<file path="src/sv/cabr_pkg.sv">
// ----------------------------------------------------------------------------
// cabr_pkg
// shared widths, character codes, lexer modes and expansion tables for the
// comment-aware bracket rewriter
// ----------------------------------------------------------------------------
package cabr_pkg;

	localparam int BYTE_W = 8;

	typedef logic [BYTE_W-1:0] byte_t;
	typedef logic [1:0]        mode_t;
	typedef logic [1:0]        run_kind_t;
	typedef logic [2:0]        run_idx_t;

	// characters of interest
	localparam byte_t CH_OPEN   = 8'h5B;
	localparam byte_t CH_CLOSE  = 8'h5D;
	localparam byte_t CH_STAR   = 8'h2A;
	localparam byte_t CH_SLASH  = 8'h2F;
	localparam byte_t CH_QUOTE  = 8'h22;
	localparam byte_t CH_NL     = 8'h0A;
	localparam byte_t CH_BSLASH = 8'h5C;
	localparam byte_t CH_NUL    = 8'h00;

	// lexer modes
	localparam mode_t MODE_NORMAL = 2'd0;
	localparam mode_t MODE_BLOCK  = 2'd1;
	localparam mode_t MODE_LINE   = 2'd2;
	localparam mode_t MODE_STRING = 2'd3;

	// kinds of output run caused by one input byte
	localparam run_kind_t RUN_SINGLE = 2'd0;
	localparam run_kind_t RUN_OPEN   = 2'd1;
	localparam run_kind_t RUN_CLOSE  = 2'd2;

	// index of the final byte of each expansion
	localparam run_idx_t OPEN_LAST  = 3'd7;
	localparam run_idx_t CLOSE_LAST = 3'd6;

	// "[(int)(("
	function automatic byte_t open_char(input run_idx_t idx);
		byte_t c;
		case (idx)
			3'd0: c = 8'h5B;
			3'd1: c = 8'h28;
			3'd2: c = 8'h69;
			3'd3: c = 8'h6E;
			3'd4: c = 8'h74;
			3'd5: c = 8'h29;
			3'd6: c = 8'h28;
			3'd7: c = 8'h28;
			default: c = 8'h28;
		endcase
		return c;
	endfunction

	// ")+0.5)]"
	function automatic byte_t close_char(input run_idx_t idx);
		byte_t c;
		case (idx)
			3'd0: c = 8'h29;
			3'd1: c = 8'h2B;
			3'd2: c = 8'h30;
			3'd3: c = 8'h2E;
			3'd4: c = 8'h35;
			3'd5: c = 8'h29;
			3'd6: c = 8'h5D;
			default: c = 8'h5D;
		endcase
		return c;
	endfunction

	function automatic byte_t run_char(input run_kind_t kind, input run_idx_t idx);
		byte_t c;
		case (kind)
			RUN_OPEN:  c = open_char(idx);
			RUN_CLOSE: c = close_char(idx);
			default:   c = CH_NUL;
		endcase
		return c;
	endfunction

	function automatic logic run_is_last(input run_kind_t kind, input run_idx_t idx);
		logic l;
		case (kind)
			RUN_OPEN:  l = (idx == OPEN_LAST);
			RUN_CLOSE: l = (idx == CLOSE_LAST);
			default:   l = 1'b1;
		endcase
		return l;
	endfunction

endpackage

</file>
<file path="src/sv/cabr_in_if.sv">
// ----------------------------------------------------------------------------
// cabr_in_if
// source text channel: one byte per transfer
// ----------------------------------------------------------------------------
interface cabr_in_if;
	import cabr_pkg::*;

	logic  valid;
	logic  ready;
	byte_t in_byte;

	modport source (output valid, output in_byte, input ready);
	modport sink   (input valid, input in_byte, output ready);
endinterface

</file>
<file path="src/sv/cabr_out_if.sv">
// ----------------------------------------------------------------------------
// cabr_out_if
// rewritten text channel: one byte and an end-of-run flag per transfer
// ----------------------------------------------------------------------------
interface cabr_out_if;
	import cabr_pkg::*;

	logic  valid;
	logic  ready;
	byte_t out_byte;
	logic  last_of_run;

	modport source (output valid, output out_byte, output last_of_run, input ready);
	modport sink   (input valid, input out_byte, input last_of_run, output ready);
endinterface

</file>
<file path="src/sv/comment_aware_bracket_rewriter_top.sv">
// ----------------------------------------------------------------------------
// comment_aware_bracket_rewriter_top
// rewrites a byte stream of c-like source, expanding brackets found in code
// ----------------------------------------------------------------------------
// usage
//   source_text carries one source byte per transfer (valid/ready)
//   rewritten_text carries the rewritten bytes; last_of_run marks the final
//   byte produced by each source byte
//   a plain byte, or any byte inside a comment or string, gives one output
//   byte in the cycle after its transfer; while rewritten_text is ready,
//   the sustained rate is one byte per cycle; '[' in code gives 8 output
//   bytes and ']' gives 7, one per cycle while not stalled; the expansion
//   sequencer holds source_text off until the run's last byte is loaded
//   the output register accepts a new source byte in the same cycle its
//   current byte is transferred, so there are no bubbles while flowing
//   when rewritten_text stalls, the output byte holds and source_text
//   ready drops; nothing is lost or repeated
//   reset puts the lexer in normal code mode with a zero previous byte and
//   empties the output register
// ----------------------------------------------------------------------------
module comment_aware_bracket_rewriter_top (
	input logic        clk,
	input logic        arst_n,
	cabr_in_if.sink    source_text,
	cabr_out_if.source rewritten_text
);
	import cabr_pkg::*;

	// lexer state
	mode_t mode_q;
	byte_t prev_q;

	// output register
	logic  out_valid_q;
	byte_t out_byte_q;
	logic  out_last_q;

	// expansion sequencer
	logic      busy_q;
	run_kind_t kind_q;
	run_idx_t  idx_q;

	// next-state decode of the incoming byte
	byte_t     c;
	mode_t     mode_d;
	byte_t     prev_d;
	run_kind_t kind_d;
	byte_t     first_byte;

	logic out_free;
	logic take_in;
	logic run_done;

	assign c = source_text.in_byte;

	always_comb begin
		mode_d = mode_q;
		prev_d = c;
		kind_d = RUN_SINGLE;
		case (mode_q)
			MODE_BLOCK: begin
				if (prev_q == CH_STAR && c == CH_SLASH) mode_d = MODE_NORMAL;
			end
			MODE_LINE: begin
				// backslash-newline continues the line comment
				if (prev_q != CH_BSLASH && c == CH_NL) mode_d = MODE_NORMAL;
			end
			MODE_STRING: begin
				if (c == CH_QUOTE) mode_d = MODE_NORMAL;
			end
			default: begin
				if (prev_q == CH_SLASH && c == CH_STAR) begin
					mode_d = MODE_BLOCK;
					// forget the star so a following slash cannot close it
					prev_d = CH_NUL;
				end else if (prev_q == CH_SLASH && c == CH_SLASH) begin
					mode_d = MODE_LINE;
				end else if (c == CH_QUOTE) begin
					mode_d = MODE_STRING;
				end else if (c == CH_OPEN) begin
					kind_d = RUN_OPEN;
				end else if (c == CH_CLOSE) begin
					kind_d = RUN_CLOSE;
				end
			end
		endcase
	end

	// first output byte of the run: the byte itself or expansion entry zero
	assign first_byte = (kind_d == RUN_SINGLE) ? c : run_char(kind_d, '0);

	// output slot can be loaded when empty or being drained this cycle
	assign out_free = !out_valid_q || rewritten_text.ready;
	assign source_text.ready = !busy_q && out_free;
	assign take_in = source_text.valid && source_text.ready;
	assign run_done = run_is_last(kind_q, idx_q);

	// control state
	always_ff @(posedge clk or negedge arst_n) begin
		if (!arst_n) begin
			mode_q      <= MODE_NORMAL;
			prev_q      <= CH_NUL;
			out_valid_q <= 1'b0;
			busy_q      <= 1'b0;
		end else begin
			if (take_in) begin
				mode_q <= mode_d;
				prev_q <= prev_d;
			end
			if (busy_q && out_free) begin
				out_valid_q <= 1'b1;
				if (run_done) busy_q <= 1'b0;
			end else if (take_in) begin
				out_valid_q <= 1'b1;
				busy_q      <= (kind_d != RUN_SINGLE);
			end else if (rewritten_text.ready) begin
				out_valid_q <= 1'b0;
			end
		end
	end

	// payload and expansion position
	always_ff @(posedge clk) begin
		if (busy_q && out_free) begin
			out_byte_q <= run_char(kind_q, idx_q);
			out_last_q <= run_done;
			idx_q      <= idx_q + 3'd1;
		end else if (take_in) begin
			out_byte_q <= first_byte;
			out_last_q <= (kind_d == RUN_SINGLE);
			kind_q     <= kind_d;
			idx_q      <= 3'd1;
		end
	end

	assign rewritten_text.valid       = out_valid_q;
	assign rewritten_text.out_byte    = out_byte_q;
	assign rewritten_text.last_of_run = out_last_q;

endmodule
</file>
<file path="src/flat_wrapper.sv">
// flat-port wrapper written by rule: the top's interface ports become plain ports
module comment_aware_bracket_rewriter_top_flat import cabr_pkg::*;
  (clk, arst_n, source_text_valid, source_text_in_byte, source_text_ready, rewritten_text_valid, rewritten_text_out_byte, rewritten_text_last_of_run, rewritten_text_ready);
  cabr_in_if source_text_i ();
  cabr_out_if rewritten_text_i ();
  input logic clk;
  input logic arst_n;
  input wire logic [$bits(source_text_i.valid)-1:0] source_text_valid;
  input wire logic [$bits(source_text_i.in_byte)-1:0] source_text_in_byte;
  output wire logic [$bits(source_text_i.ready)-1:0] source_text_ready;
  output wire logic [$bits(rewritten_text_i.valid)-1:0] rewritten_text_valid;
  output wire logic [$bits(rewritten_text_i.out_byte)-1:0] rewritten_text_out_byte;
  output wire logic [$bits(rewritten_text_i.last_of_run)-1:0] rewritten_text_last_of_run;
  input wire logic [$bits(rewritten_text_i.ready)-1:0] rewritten_text_ready;
  assign source_text_i.valid = source_text_valid;
  assign source_text_i.in_byte = source_text_in_byte;
  assign source_text_ready = source_text_i.ready;
  assign rewritten_text_valid = rewritten_text_i.valid;
  assign rewritten_text_out_byte = rewritten_text_i.out_byte;
  assign rewritten_text_last_of_run = rewritten_text_i.last_of_run;
  assign rewritten_text_i.ready = rewritten_text_ready;
  comment_aware_bracket_rewriter_top u_core (.clk(clk), .arst_n(arst_n), .source_text(source_text_i), .rewritten_text(rewritten_text_i));
endmodule
</file>
<file path="config.mk">
export PLATFORM = sky130hd
export DESIGN_NAME = comment_aware_bracket_rewriter_top_flat
export DESIGN_NICKNAME = d
export VERILOG_FILES = /design/src/sv/cabr_pkg.sv /design/src/sv/cabr_in_if.sv /design/src/sv/cabr_out_if.sv /design/src/sv/comment_aware_bracket_rewriter_top.sv /design/src/flat_wrapper.sv
export SDC_FILE = /design/constraint.sdc
export NUM_CORES = 1
export LEC_CHECK = 0
export BUFFER_PORTS_ARGS = -buffer_cell sky130_fd_sc_hd__buf_2
export CORE_AREA = 8 8 83 85
export CTS_BUF_LIST = sky130_fd_sc_hd__clkbuf_16
export DETAILED_ROUTE_END_ITERATION = 16
export DIE_AREA = 0 0 91 93
export PLACE_DENSITY = 0.62
export SLEW_MARGIN = 20
export SYNTH_ARGS = -nofsm -noshare
export SYNTH_HDL_FRONTEND = slang
export SYNTH_SLANG_ARGS = --single-unit
</file>
<file path="constraint.sdc">
create_clock -name clk -period 2.6 [get_ports clk]
set_input_delay 0.13 -clock clk [delete_from_list [all_inputs] [get_ports clk]]
set_output_delay 0.13 -clock clk [all_outputs]
set_load 0.01 [all_outputs]
</file>
[Yosys cells after proc, flatten, opt, wreduce, memory -nomap -nowiden]
Memories as Yosys holds them, arrays and structs flattened. A register that Yosys moved wholly into a read port is not among the register bits.
Cells that the tools add are included.
W data, S select, Z words.
Word-level totals
  bits in registers: 26
  ROM bits: 56
  input port bits: 12
  output and inout port bits: 11
  logic and storage cells: 92
  memories: 1
Cells by class
  add/sub/neg operators: 1
  equal/unequal tests: 27
  muxes and demuxes: 33
  bitwise operators: 1
  reductions and logical operators: 21
Memories
  (no name shown): words 8, width 7, rd ports 1, clocked after Yosys merged registers in 1, wr ports 0, line cabr_pkg.sv:43  | case (idx)
Operator list (number)
  $eq A8 B6 Y1 const B: 5
  $mux W8: 5
  $pmux W7 S5: 1
  $mux W2: 12
  $eq A8 B7 Y1 const B: 2
  $pmux W8 S2: 1
  $pmux W7 S2: 1
  $eq A3 B3 Y1 const B: 4
  $mux W3: 3
  $eq A2 B2 Y1 const B: 4
  $eq A8 B4 Y1 const B: 1
  $mux W1: 8
  $ne A2 B1 Y1 const B: 4
  $ne A8 B7 Y1 const B: 1
  $logic_and A1 B1 Y1: 7
  $eq A2 B1 Y1 const B: 3
  $eq A3 B2 Y1 const B: 2
  $pmux W2 S3: 1
  $reduce_and A5 Y1: 1
  $reduce_bool A5 Y1: 1
  $reduce_and A2 Y1: 2
  $reduce_bool A2 Y1: 2
  $add A3 B1 Y3 const B: 1
  $eq A3 B1 Y1 const B: 1
  other kinds (9): 10

[Longest topological paths before layout]
Gate-level depths: netlist of run 1.
  depth after elaboration: 12
  mapped depth: 9
  depth with buffers taken out: 9

[Least setup slack after synthesis of run 1]
No wires, ideal clock.
  path kind: register -> register
  start point: register u_core.mode_q[0]
  end point: register u_core.out_byte_q[5] (netlist: u_core.rewritten_text.out_byte[5]), data pin
  setup time: 269 ps
  arrival: 1804 ps
  data required time: 2331 ps
  path slack: 526 ps
  cell stages (with the launch flop): 9
  buffers on the path: 1
  clock period less this slack: 2074 ps
  cells stage by stage: dfrtp_1 -> inv_1 -> ha_1 -> nand4_1 -> or3b_1 -> ha_1 -> clkbuf_1 -> mux2i_1 -> o22ai_1
On the way
  longest elaborated chain between the ends: 8
  elaborated cells between the ends (all ways): 12
  classes of those cells: 5 x eq/ne; 5 x mux; 2 x reduce/logical
Ends and longest elaborated chain
  start, declared: line comment_aware_bracket_rewriter_top.sv:30  | mode_t mode_q;
  start signal, assigned: line comment_aware_bracket_rewriter_top.sv:107  | mode_q <= mode_d;
  $eq A2 B1 Y1 or $eq A2 B2 Y1 (tied branches): line comment_aware_bracket_rewriter_top.sv:60  | case (mode_q)
  $reduce_or A3 Y1 (no line) (*)
  $mux W2 (*): line comment_aware_bracket_rewriter_top.sv:60
  $eq A2 B2 Y1 or $eq A2 B1 Y1 (tied branches): line cabr_pkg.sv:75  | case (kind)
  $pmux W7 S2: line cabr_pkg.sv:75
  $mux W8 (*): line comment_aware_bracket_rewriter_top.sv:90  | assign first_byte = (kind_d == RUN_SINGLE) ? c : run_char(kind_d, '0);
  $mux W8 (*): line comment_aware_bracket_rewriter_top.sv:128  | end else if (take_in) begin
  $mux W8 (*): line comment_aware_bracket_rewriter_top.sv:124  | if (busy_q && out_free) begin
  end signal, assigned: line comment_aware_bracket_rewriter_top.sv:125  | out_byte_q <= run_char(kind_q, idx_q);
  end signal, assigned: line comment_aware_bracket_rewriter_top.sv:129  | out_byte_q <= first_byte;
  end, declared: line comment_aware_bracket_rewriter_top.sv:35  | byte_t out_byte_q;
Every way passes the cells marked *; elsewhere a longest branch is shown, timed or not. The select of a mux whose other input is x is not followed.
A chain may end at the register's enable or synchronous reset.

[Worst setup path after layout of run 1]
  start point: register u_core.mode_q[0]
  end point: register u_core.out_byte_q[4] (netlist: u_core.rewritten_text.out_byte[4]), data pin
Same word-level chain as after synthesis.

==> impl_metrics.env, run 1 <==
export IMPL_max_slew_worst_pin_slew_ns=0.527
export IMPL_r2r_slack_ns=0.28
export IMPL_min_path_cells=2
export IMPL_reg2reg_depth=8
export IMPL_post_route_util_pct=39.1
export IMPL_fin_nets=231
export IMPL_synth_net_count=207
export IMPL_finalCritPeriodShare_pct=89.2
export IMPL_synth_edf_count=14
export IMPL_slew_violations=0
export IMPL_fin_area_sq_um=2220
export IMPL_cts_sinks=33
export IMPL_setup_violations=0
export IMPL_drc=0
export IMPL_hp_class="primary input to flop"
export IMPL_dpl_cell_area_sq_um=2070
export IMPL_cap_violations=0
export IMPL_area_growth_pct=17.6
export IMPL_grt_setup_unrepaired="no"
export IMPL_grt_pass1_vias=1351
export IMPL_min_period_ns=2.32
export IMPL_cts_path_max_buffers=2
export IMPL_nFillCells=561
export IMPL_fin_setup_tns_ns=0
export IMPL_seq_area_sq_um=861
export IMPL_drtAntennaViolNets=0
export IMPL_die_area_sq_um=8460
export IMPL_crit_type="flop to flop"
export IMPL_io_buffers=22
export IMPL_hold_ws_ns=0.0986
export IMPL_critPathMaxFanout=12
export IMPL_async_reset_ff_share_pct=36.4
export IMPL_dieHeight_um=93
export IMPL_clk_pin_slew_ns=0.05
export IMPL_synthDistinctLibCells=45
export IMPL_layout_common_cells="buf_2 (22), ha_1 (17), nand2_1 (15), inv_1 (15), edfxtp_1 (14)"
export IMPL_multi_input_area_sq_um=946
export IMPL_drt_iter0_drc=82
export IMPL_numCtsBuffers=5
export IMPL_place_hpwl_um=3230
export IMPL_grt_overflow=0
export IMPL_wl_per_cell_um=15.2
export IMPL_timing_rr_end="u_core.rewritten_text.out_byte[4]"
export IMPL_syn_area_sq_um=1890
export IMPL_r2r_start="u_core.mode_q[0]"
export IMPL_wirelength_um=4230
export IMPL_critPathArrivalTime_ns=2.42
export IMPL_hold_viol=0
export IMPL_ys_seq_area_share_pct=45.7
export IMPL_leakage_uw=0.000946
export IMPL_grt_max_degree=15
export IMPL_fp_coreArea_sq_um=5680
export IMPL_ios=23
export IMPL_critPathLaunchType="flop"
export IMPL_status="complete, no violations"
export IMPL_totalPowerFinal_uw=1270
export IMPL_die_w_um=91
export IMPL_skew_ns=0.00514
export IMPL_cts_root_buffer_cell="clkbuf_16"
export IMPL_hold_path_end="u_core.rewritten_text.valid"
export IMPL_cts_max_level=2
export IMPL_rows=28
export IMPL_vias=1422
export IMPL_ys_ff_latch=33
export IMPL_diodes=0
export IMPL_max_slew_margin_rel_pct=64.8
export IMPL_layout_commonest_cell="buf_2"
export IMPL_min_delay_start="source_text_valid"
export IMPL_place_gp_congestion=0.869
export IMPL_start_util_pct=33.2
export IMPL_avgViaCountPerCell=5.12
export IMPL_grt_usage_pct=10.2
export IMPL_cts_tree="done"
export IMPL_irDropWorstVdd_uv=325
export IMPL_drive_gt1_share_pct=19.7
export IMPL_syn_instance_count=178
export IMPL_grt_pass1_wl_um=6870
export IMPL_ys_warn_count=0
export IMPL_clock_fmax_mhz=431
export IMPL_required_ns=2.71
export IMPL_dr_pass1_iters=4
export IMPL_clkLatencyLatePin_ns=0.27
export IMPL_ys_flop_type="edfxtp_1"
export IMPL_avgSynthCellArea_sq_um=10.6
export IMPL_antenna_found_initial=0
export IMPL_power_per_cell_area_nw_per_um2=574
export IMPL_worstSetupEndpointType="flop"
-- cell families after synthesis --
family	Yosys count	synth area share, %
simple gates	57	17.8
flops	33	45.7
fa+ha+maj	17	11.3
xor+xnor	2	0.929
compound gates	38	14.5
mux	10	5.71
buf+inv	21	4.18
-- critical path: stages, from the launching register on --
cell,delay (ns)
dfrtp_1,0.41
inv_1,0.11
ha_1,0.22
nand4_1,0.10
or3b_1,0.45
ha_1,0.35
nor2b_1,0.27
a21oi_1,0.08
o22ai_1,0.16
-- metal layers --
metal / track usage [%] / wire, um / vias to the layer above
met4: 5.32 / 51 / 0
li1: - / - / 701
met2: 16.6 / 2020 / 30
met5: 0 / 0 / -
met1: 12.2 / 1950 / 689
met3: 2.88 / 205 / 2
-- metrics by stage --
step / setup slack, ns / cells
detailed placement: 0.372 / 269
global route: 0.0975 / 278
floorplan: 0.526 / 178
finish: 0.281 / 278
CTS: 0.317 / 278
global placement: 0.434 / 269
-- what timing repair did --
| item | in CTS | in global routing |
|---|---|---|
| setup buffers | 0 | 0 |
| gates resized for setup | 0 | 0 |
| endpoints found under the hold margin | 12 | 0 |
| hold buffers | 1 | 0 |
-- layout make-up --
| type | instances | area share, % |
|---|---|---|
| clock buffers | 5 | 5.64 |
| multi-input cells | 124 | 42.7 |
| inverters | 14 | 2.37 |
| flip-flops and latches | 33 | 38.8 |
| well taps | 75 | 4.23 |
| repair buffers | 24 | 5.76 |
| clock inverters | 3 | 0.508 |
-- cells in the mapped netlist, drive strengths merged, types with 2 or more instances --
cell type | number | share of area [%]
a21oi | 7 | 1.9
a22o | 3 | 1.4
a22oi | 4 | 1.6
a32oi | 2 | 0.93
and3 | 2 | 0.73
clkbuf | 7 | 1.4
dfrtp | 12 | 16
dfxtp | 7 | 7.4
edfxtp | 14 | 22
ha | 17 | 11
inv | 14 | 2.8
mux2 | 6 | 3.6
mux2i | 4 | 2.1
nand2 | 15 | 3.0
nand2b | 6 | 2.0
nand3 | 3 | 0.80
nand4 | 3 | 1.0
nor2 | 5 | 1.0
nor2b | 4 | 1.3
nor3 | 3 | 0.80
nor4bb | 2 | 1.1
o21ai | 10 | 2.9
o22ai | 7 | 2.3
or3 | 2 | 0.66
or4 | 2 | 0.80
xnor2 | 2 | 0.93
-- how the worst max path moves through the flow --
stage	start	to	slack [ns]	depth (start not counted)
global route	u_core.mode_q[0]	u_core.rewritten_text.out_byte[4]	0.1	8
finish	u_core.mode_q[0]	u_core.rewritten_text.out_byte[4]	0.28	8
CTS	u_core.mode_q[0]	u_core.rewritten_text.out_byte[4]	0.32	8
floorplan	u_core.mode_q[0]	u_core.rewritten_text.out_byte[5]	0.53	8
detailed placement	u_core.mode_q[0]	u_core.rewritten_text.out_byte[4]	0.37	8
global placement	u_core.mode_q[0]	u_core.rewritten_text.out_byte[4]	0.43	8
-- where the power goes --
part	leakage (uW)	switching (uW)	total, uW	internal (uW)
sequential	0.000324	23.5	601	577
clock	0.0000738	199	543	344
combinational	0.000548	71.6	129	57.3
Power figures use the tool's default switching activity.
==> run 2: changes to the inputs <==
==> constraint.sdc (replaced) <==
create_clock -name clk -period 2.8 [get_ports clk]
set_input_delay 0.14 -clock clk [delete_from_list [all_inputs] [get_ports clk]]
set_output_delay 0.14 -clock clk [all_outputs]
set_load 0.01 [all_outputs]
==> impl_metrics.env, run 2 (same netlist as run 1, synthesis figures left out) <==
export IMPL_rows=28
export IMPL_drc=0
export IMPL_start_util_pct=33.2
export IMPL_met3_usage_pct=2.72
export IMPL_grt_setup_unrepaired="no"
export IMPL_drt_iter0_drc=67
export IMPL_critPathMaxFanout=12
export IMPL_drtAntennaViolNets=0
export IMPL_dieHeight_um=93
export IMPL_fp_coreArea_sq_um=5680
export IMPL_power_per_cell_area_nw_per_um2=533
export IMPL_layout_common_cells="buf_2 (22), ha_1 (17), nand2_1 (15), inv_1 (15), edfxtp_1 (14)"
export IMPL_nFillCells=575
export IMPL_drive_gt1_share_pct=19.8
export IMPL_setup_violations=0
export IMPL_irDropWorstVdd_uv=290
export IMPL_post_cts_buffers=0
export IMPL_cap_violations=0
export IMPL_slew_violations=0
export IMPL_cts_root_buffer_cell="clkbuf_16"
export IMPL_crit_top_cell="ha_1"
export IMPL_skew_ns=0.00478
export IMPL_leakage_uw=0.000943
export IMPL_die_area_sq_um=8460
export IMPL_die_w_um=91
export IMPL_required_ns=2.91
export IMPL_dp_cells=268
export IMPL_vias=1407
export IMPL_worst_path_buf_inv=1
export IMPL_hp_class="primary input to flop"
export IMPL_ios=23
export IMPL_diodes=0
export IMPL_fin_setup_tns_ns=0
export IMPL_avgViaCountPerCell=5.08
export IMPL_critPathArrivalTime_ns=2.39
export IMPL_post_route_util_pct=39.0
export IMPL_max_stage_delay_ns=0.44
export IMPL_antenna_found_initial=0
export IMPL_status="complete, no violations"
export IMPL_clk_pin_slew_ns=0.05
export IMPL_cts_max_level=2
export IMPL_io_buffers=22
export IMPL_critPathLaunchType="flop"
export IMPL_finalCritPeriodShare_pct=81.6
export IMPL_area_growth_pct=17.3
export IMPL_crit_family="simple AND/OR/NAND/NOR gates"
export IMPL_fin_cells=277
export IMPL_grt_max_degree=15
export IMPL_layout_commonest_cell="buf_2"
export IMPL_clock_fmax_mhz=438
export IMPL_min_period_ns=2.28
export IMPL_fin_nets=230
export IMPL_grt_pass1_vias=1443
export IMPL_clkLatencyLatePin_ns=0.27
export IMPL_max_slew_margin_rel_pct=62.2
export IMPL_grt_overflow=0
export IMPL_dr_pass1_iters=4
export IMPL_totalPowerFinal_uw=1180
export IMPL_wl_per_cell_um=14.8
export IMPL_crit_type="flop to flop"
export IMPL_grt_pass1_wl_um=6940
export IMPL_cts_sinks=33
export IMPL_numCtsBuffers=5
export IMPL_wirelength_um=4110
export IMPL_worstPathCellList="inv_1 > ha_1 > nand4_1 > or3b_1 > ha_1 > nor2b_1 > a21oi_1 > o22ai_1"
export IMPL_crit_slowest_cell="or3b_1"
export IMPL_grt_usage_pct=9.97
export IMPL_use_met2_pct=16.9
export IMPL_cts_path_max_buffers=2
export IMPL_hold_ws_ns=0.0946
export IMPL_max_slew_worst_pin_slew_ns=0.565
export IMPL_hold_viol=0
export IMPL_place_hpwl_um=3160
export IMPL_place_gp_congestion=0.870
export IMPL_met1_usage_pct=11.5
export IMPL_worstSetupEndpointType="flop"
export IMPL_cts_tree="done"
export IMPL_busiest_layer="met2"
run 2: changes by cell type in the layout (fill, tap and decap cells not counted):
cell / change
clkinv_2: +1
buf_4: -1
clkinv_1: -1
run 2: timing repair:
action                    in CTS  in global routing
gates resized for setup        0                  0
hold endpoints to repair      12                  0
hold buffers                   1                  0
run 2: final timing paths:
| kind | from | to | slack [ns] | cells past startpoint |
|---|---|---|---|---|
| worst max-delay path | u_core.mode_q[0] | u_core.rewritten_text.out_byte[1] | 0.52 | 8 |
| worst min-delay path | source_text_valid | u_core.rewritten_text.valid | 0.09 | 2 |
| worst max register to register | u_core.mode_q[0] | u_core.rewritten_text.out_byte[1] | 0.52 | 8 |
| worst min register to register | u_core.prev_q[3] | u_core.prev_q[3] | 0.51 | 1 |
| max in group asynchronous | arst_n | u_core.rewritten_text.valid | 2.28 | 2 |
| min in group asynchronous | arst_n | u_core.prev_q[4] | 0.30 | 2 |
run 2: per-layer routing:
metal	wire, um	share of wire, %
met1	1780	43
met4	86	2.1
met3	263	6.4
met2	1980	48
met5	0	0
run 2: final cells by class:
class / instances / area [sq um] / share of cell area, %
clock buffer: 5 / 125 / 5.66
clock inverter: 3 / 12.5 / 0.566
inverter: 14 / 52.6 / 2.38
multi-input combinational: 124 / 946 / 42.8
sequential: 33 / 861 / 38.9
tap: 75 / 93.8 / 4.24
timing repair buffer: 23 / 120 / 5.43
run 2: report_power, final:
group          leakage, uW  switching [uW]  internal [uW]
Combinational     0.000544            66.1           52.1
Sequential        0.000324            21.7            536
Clock            0.0000762             183            320
Total             0.000943             271            908
run 2: through the flow:
step | instance area (sq um) | setup slack (ns)
floorplan | 1890 | 0.726
global placement | 2060 | 0.645
detailed placement | 2060 | 0.531
CTS | 2210 | 0.510
global route | 2210 | 0.381
finish | 2210 | 0.516
==> run 3: changes to the inputs <==
--- a/config.mk
+++ b/config.mk
@@ -5,12 +5,13 @@
 export SDC_FILE = /design/constraint.sdc
 export NUM_CORES = 1
 export LEC_CHECK = 0
+export ABC_AREA = 1
 export BUFFER_PORTS_ARGS = -buffer_cell sky130_fd_sc_hd__buf_2
-export CORE_AREA = 8 8 83 85
+export CORE_AREA = 8 8 85 87
 export CTS_BUF_LIST = sky130_fd_sc_hd__clkbuf_16
 export DETAILED_ROUTE_END_ITERATION = 16
-export DIE_AREA = 0 0 91 93
-export PLACE_DENSITY = 0.62
+export DIE_AREA = 0 0 93 95
+export PLACE_DENSITY = 0.64
 export SLEW_MARGIN = 20
 export SYNTH_ARGS = -nofsm -noshare
 export SYNTH_HDL_FRONTEND = slang
==> constraint.sdc (replaced) <==
create_clock -name clk -period 1.84 [get_ports clk]
set_input_delay 0.092 -clock clk [delete_from_list [all_inputs] [get_ports clk]]
set_output_delay 0.092 -clock clk [all_outputs]
set_load 0.01 [all_outputs]
==> impl_metrics.env, run 3 <==
export IMPL_clkLatencyLatePin_ns=0.28
export IMPL_cp_num_cells=11
export IMPL_cts_path_max_buffers=2
export IMPL_hp_class="primary input to flop"
export IMPL_pwr_share_seq_pct=41.6
export IMPL_seq_area_sq_um=861
export IMPL_place_gp_congestion=0.839
export IMPL_fin_ws_ns=0.110
export IMPL_ys_ff_latch=33
export IMPL_worstPathCellList="nor2_1 > nand2_1 > nor2_2 > nand2_1 > nand2_2 > nor3_2 > inv_2 > ha_4 > nor2_4 > nand2_1 > o211ai_1"
export IMPL_avgViaCountPerCell=4.61
export IMPL_critPathLaunchType="flop"
export IMPL_crit_top_cell="nand2_1"
export IMPL_syn_instance_count=253
export IMPL_dpl_cell_area_sq_um=2340
export IMPL_vias=1764
export IMPL_die_w_um=93
export IMPL_crit_type="flop to flop"
export IMPL_max_stage_delay_ns=0.40
export IMPL_use_met2_pct=18.8
export IMPL_place_hpwl_um=3520
export IMPL_synth_area_leader_cell="edfxtp_1"
export IMPL_yosysTopAreaCellShare_pct=21.2
export IMPL_layout_common_cells="nand2_1 (78), inv_1 (36), buf_4 (26), nor2_1 (24), buf_2 (22)"
export IMPL_synth_net_count=282
export IMPL_synth_edf_count=14
export IMPL_ys_flop_type="edfxtp_1"
export IMPL_required_ns=1.86
export IMPL_setup_worst_path_end="u_core.rewritten_text.out_byte[0]"
export IMPL_clock_fmax_mhz=578
export IMPL_start_util_pct=34.1
export IMPL_crit_slowest_cell="dfrtp_1"
export IMPL_timing_rr_end="u_core.rewritten_text.out_byte[0]"
export IMPL_min_period_ns=1.73
export IMPL_status="complete, no violations"
export IMPL_max_slew_worst_pin_slew_ns=0.370
export IMPL_power_switching_uw=462
export IMPL_post_route_util_pct=44.8
export IMPL_power_frac_clock_pct=46.5
export IMPL_crit_start="u_core.prev_q[6]"
export IMPL_diodes=0
export IMPL_grt_max_degree=13
export IMPL_ios=23
export IMPL_layout_commonest_cell="nand2_1"
export IMPL_skew_ns=0.00636
export IMPL_wirelength_um=4600
export IMPL_grt_overflow=0
export IMPL_pre_cts_ws_ns=-0.0826
export IMPL_r2r_slack_ns=0.11
export IMPL_busiest_layer="met2"
export IMPL_cap_violations=0
export IMPL_die_area_sq_um=8840
export IMPL_netlist_top_cells_area="edfxtp_1 (21%), nand2_1 (15%), dfrtp_1 (15%)"
export IMPL_max_slew_margin_rel_pct=75.2
export IMPL_power_per_cell_area_nw_per_um2=772
export IMPL_syn_area_sq_um=1980
export IMPL_numCtsBuffers=5
export IMPL_multi_input_area_sq_um=993
export IMPL_grt_usage_pct=11.0
export IMPL_cts_sinks=33
export IMPL_area_growth_pct=31.2
export IMPL_yosysMostFrequentCell="nand2_1"
export IMPL_yosys_top_cells_count="nand2_1 (81), inv_1 (40), nor2_1 (27)"
export IMPL_wl_per_cell_um=12.0
export IMPL_critPathMaxFanout=3
export IMPL_clk_pin_slew_ns=0.06
export IMPL_grt_pass1_vias=1711
export IMPL_worst_path_buf_inv=1
export IMPL_cts_root_buffer_cell="clkbuf_16"
export IMPL_slew_violations=0
export IMPL_fin_area_sq_um=2600
export IMPL_avgSynthCellArea_sq_um=7.84
export IMPL_grt_pass1_wl_um=7650
export IMPL_hold_viol=0
export IMPL_nFillCells=583
export IMPL_async_reset_ff_share_pct=36.4
export IMPL_met1_usage_pct=11.8
export IMPL_reg2reg_depth=11
export IMPL_met3_usage_pct=3.65
export IMPL_crit_family="simple AND/OR/NAND/NOR gates"
export IMPL_drtAntennaViolNets=0
export IMPL_drt_iter0_drc=77
export IMPL_ys_seq_area_share_pct=43.4
export IMPL_rows=28
export IMPL_finalCritPeriodShare_pct=94.0
export IMPL_grt_setup_unrepaired="yes"
export IMPL_fp_coreArea_sq_um=5820
export IMPL_drc=0
export IMPL_antenna_found_initial=0
export IMPL_worstSetupEndpointType="flop"
export IMPL_swShare_pct=23.0
export IMPL_irDropWorstVdd_uv=438
export IMPL_cts_max_level=2
export IMPL_hold_ws_ns=0.0464
export IMPL_dr_pass1_iters=4
export IMPL_comb_power_share_pct=11.9
export IMPL_io_buffers=22
export IMPL_p_int_uw=1550
export IMPL_ys_warn_count=0
export IMPL_totalPowerFinal_uw=2010
export IMPL_leakage_uw=0.00124
export IMPL_cts_tree="done"
export IMPL_r2r_start="u_core.prev_q[6]"
export IMPL_synthDistinctLibCells=28
export IMPL_critPathArrivalTime_ns=1.75
export IMPL_setup_violations=0
export IMPL_drive_gt1_share_pct=28.6
export IMPL_dieHeight_um=95
export IMPL_fin_nets=336
run 3: cell types whose count changed after synthesis, sizes merged, moves of 6 or more:
cell,before,now
nand2,15,84
nand2b,6,0
inv,14,45
nor2,5,32
o211ai,0,6
mux2,6,0
clkbuf,7,1
run 3: cell type report:
type,count,area share (%)
Timing Repair Buffer,49,12.1
Inverter,45,6.68
Clock inverter,3,1.59
Multi-Input combinational cell,173,38.2
Tap cell,75,3.60
Clock buffer,5,4.81
Sequential cell,33,33.1
run 3: cells by family (layout without fill, tap and decap cells):
| logic type | count (synthesis) | after routing | share of synthesized area [%] |
|---|---|---|---|
| buffers and inverters | 47 | 102 | 9.52 |
| and+or+nand+nor | 123 | 123 | 25.3 |
| AOI/OAI and AO/OA | 33 | 33 | 11.1 |
| DFF | 33 | 33 | 43.4 |
| adders and majority gates | 17 | 17 | 10.7 |
run 3: power groups by stage:
stage / sequential [uW] / clock, uW / combinational (uW)
after floorplan: 851 / 0 / 124
after global placement: 847 / 0 / 223
after detailed placement: 848 / 0 / 225
after CTS: 834 / 957 / 229
after global routing: 841 / 985 / 271
final: 836 / 934 / 239
run 3: how the worst min path moves through the flow:
stage,from,end,slack (ns),depth (start not counted)
after global routing,source_text_valid,u_core.rewritten_text.valid,0.07,3
after CTS,source_text_valid,u_core.rewritten_text.valid,0.04,3
final,source_text_valid,u_core.rewritten_text.valid,0.05,3
after global placement,arst_n,u_core.mode_q[0],-0.006,1
after detailed placement,arst_n,u_core.prev_q[7],-0.002,1
after floorplan,arst_n,u_core.busy_q,-0.20,0
run 3: metrics by stage:
stage / TNS (ns) / instances
global route: -0.146 / 383
global placement: 0 / 370
CTS: 0 / 379
finish: 0 / 383
floorplan: 0 / 253
detailed placement: -0.623 / 370
run 3: tightest hold or removal path, cell delays in order:
cell and delay [ns]:
buf_2 0.07, inv_1 0.06, nand2_1 0.06
run 3: layer usage:
metal / share of wire [%] / vias to the layer above
li1: - / 907
met1: 43 / 802
met2: 47 / 45
met3: 6.7 / 10
met4: 3.1 / 0
met5: 0 / -
run 3: repair_timing:
| item | 4_1_cts | 5_1_grt |
|---|---|---|
| cloned | 0 | 0 |
| hold endpoints to repair | 12 | 0 |
| hold buffers | 1 | 0 |
| resized for setup | 6 | 13 |
| setup endpoints to repair | 9 | 9 |
| buffers inserted | 0 | 4 |
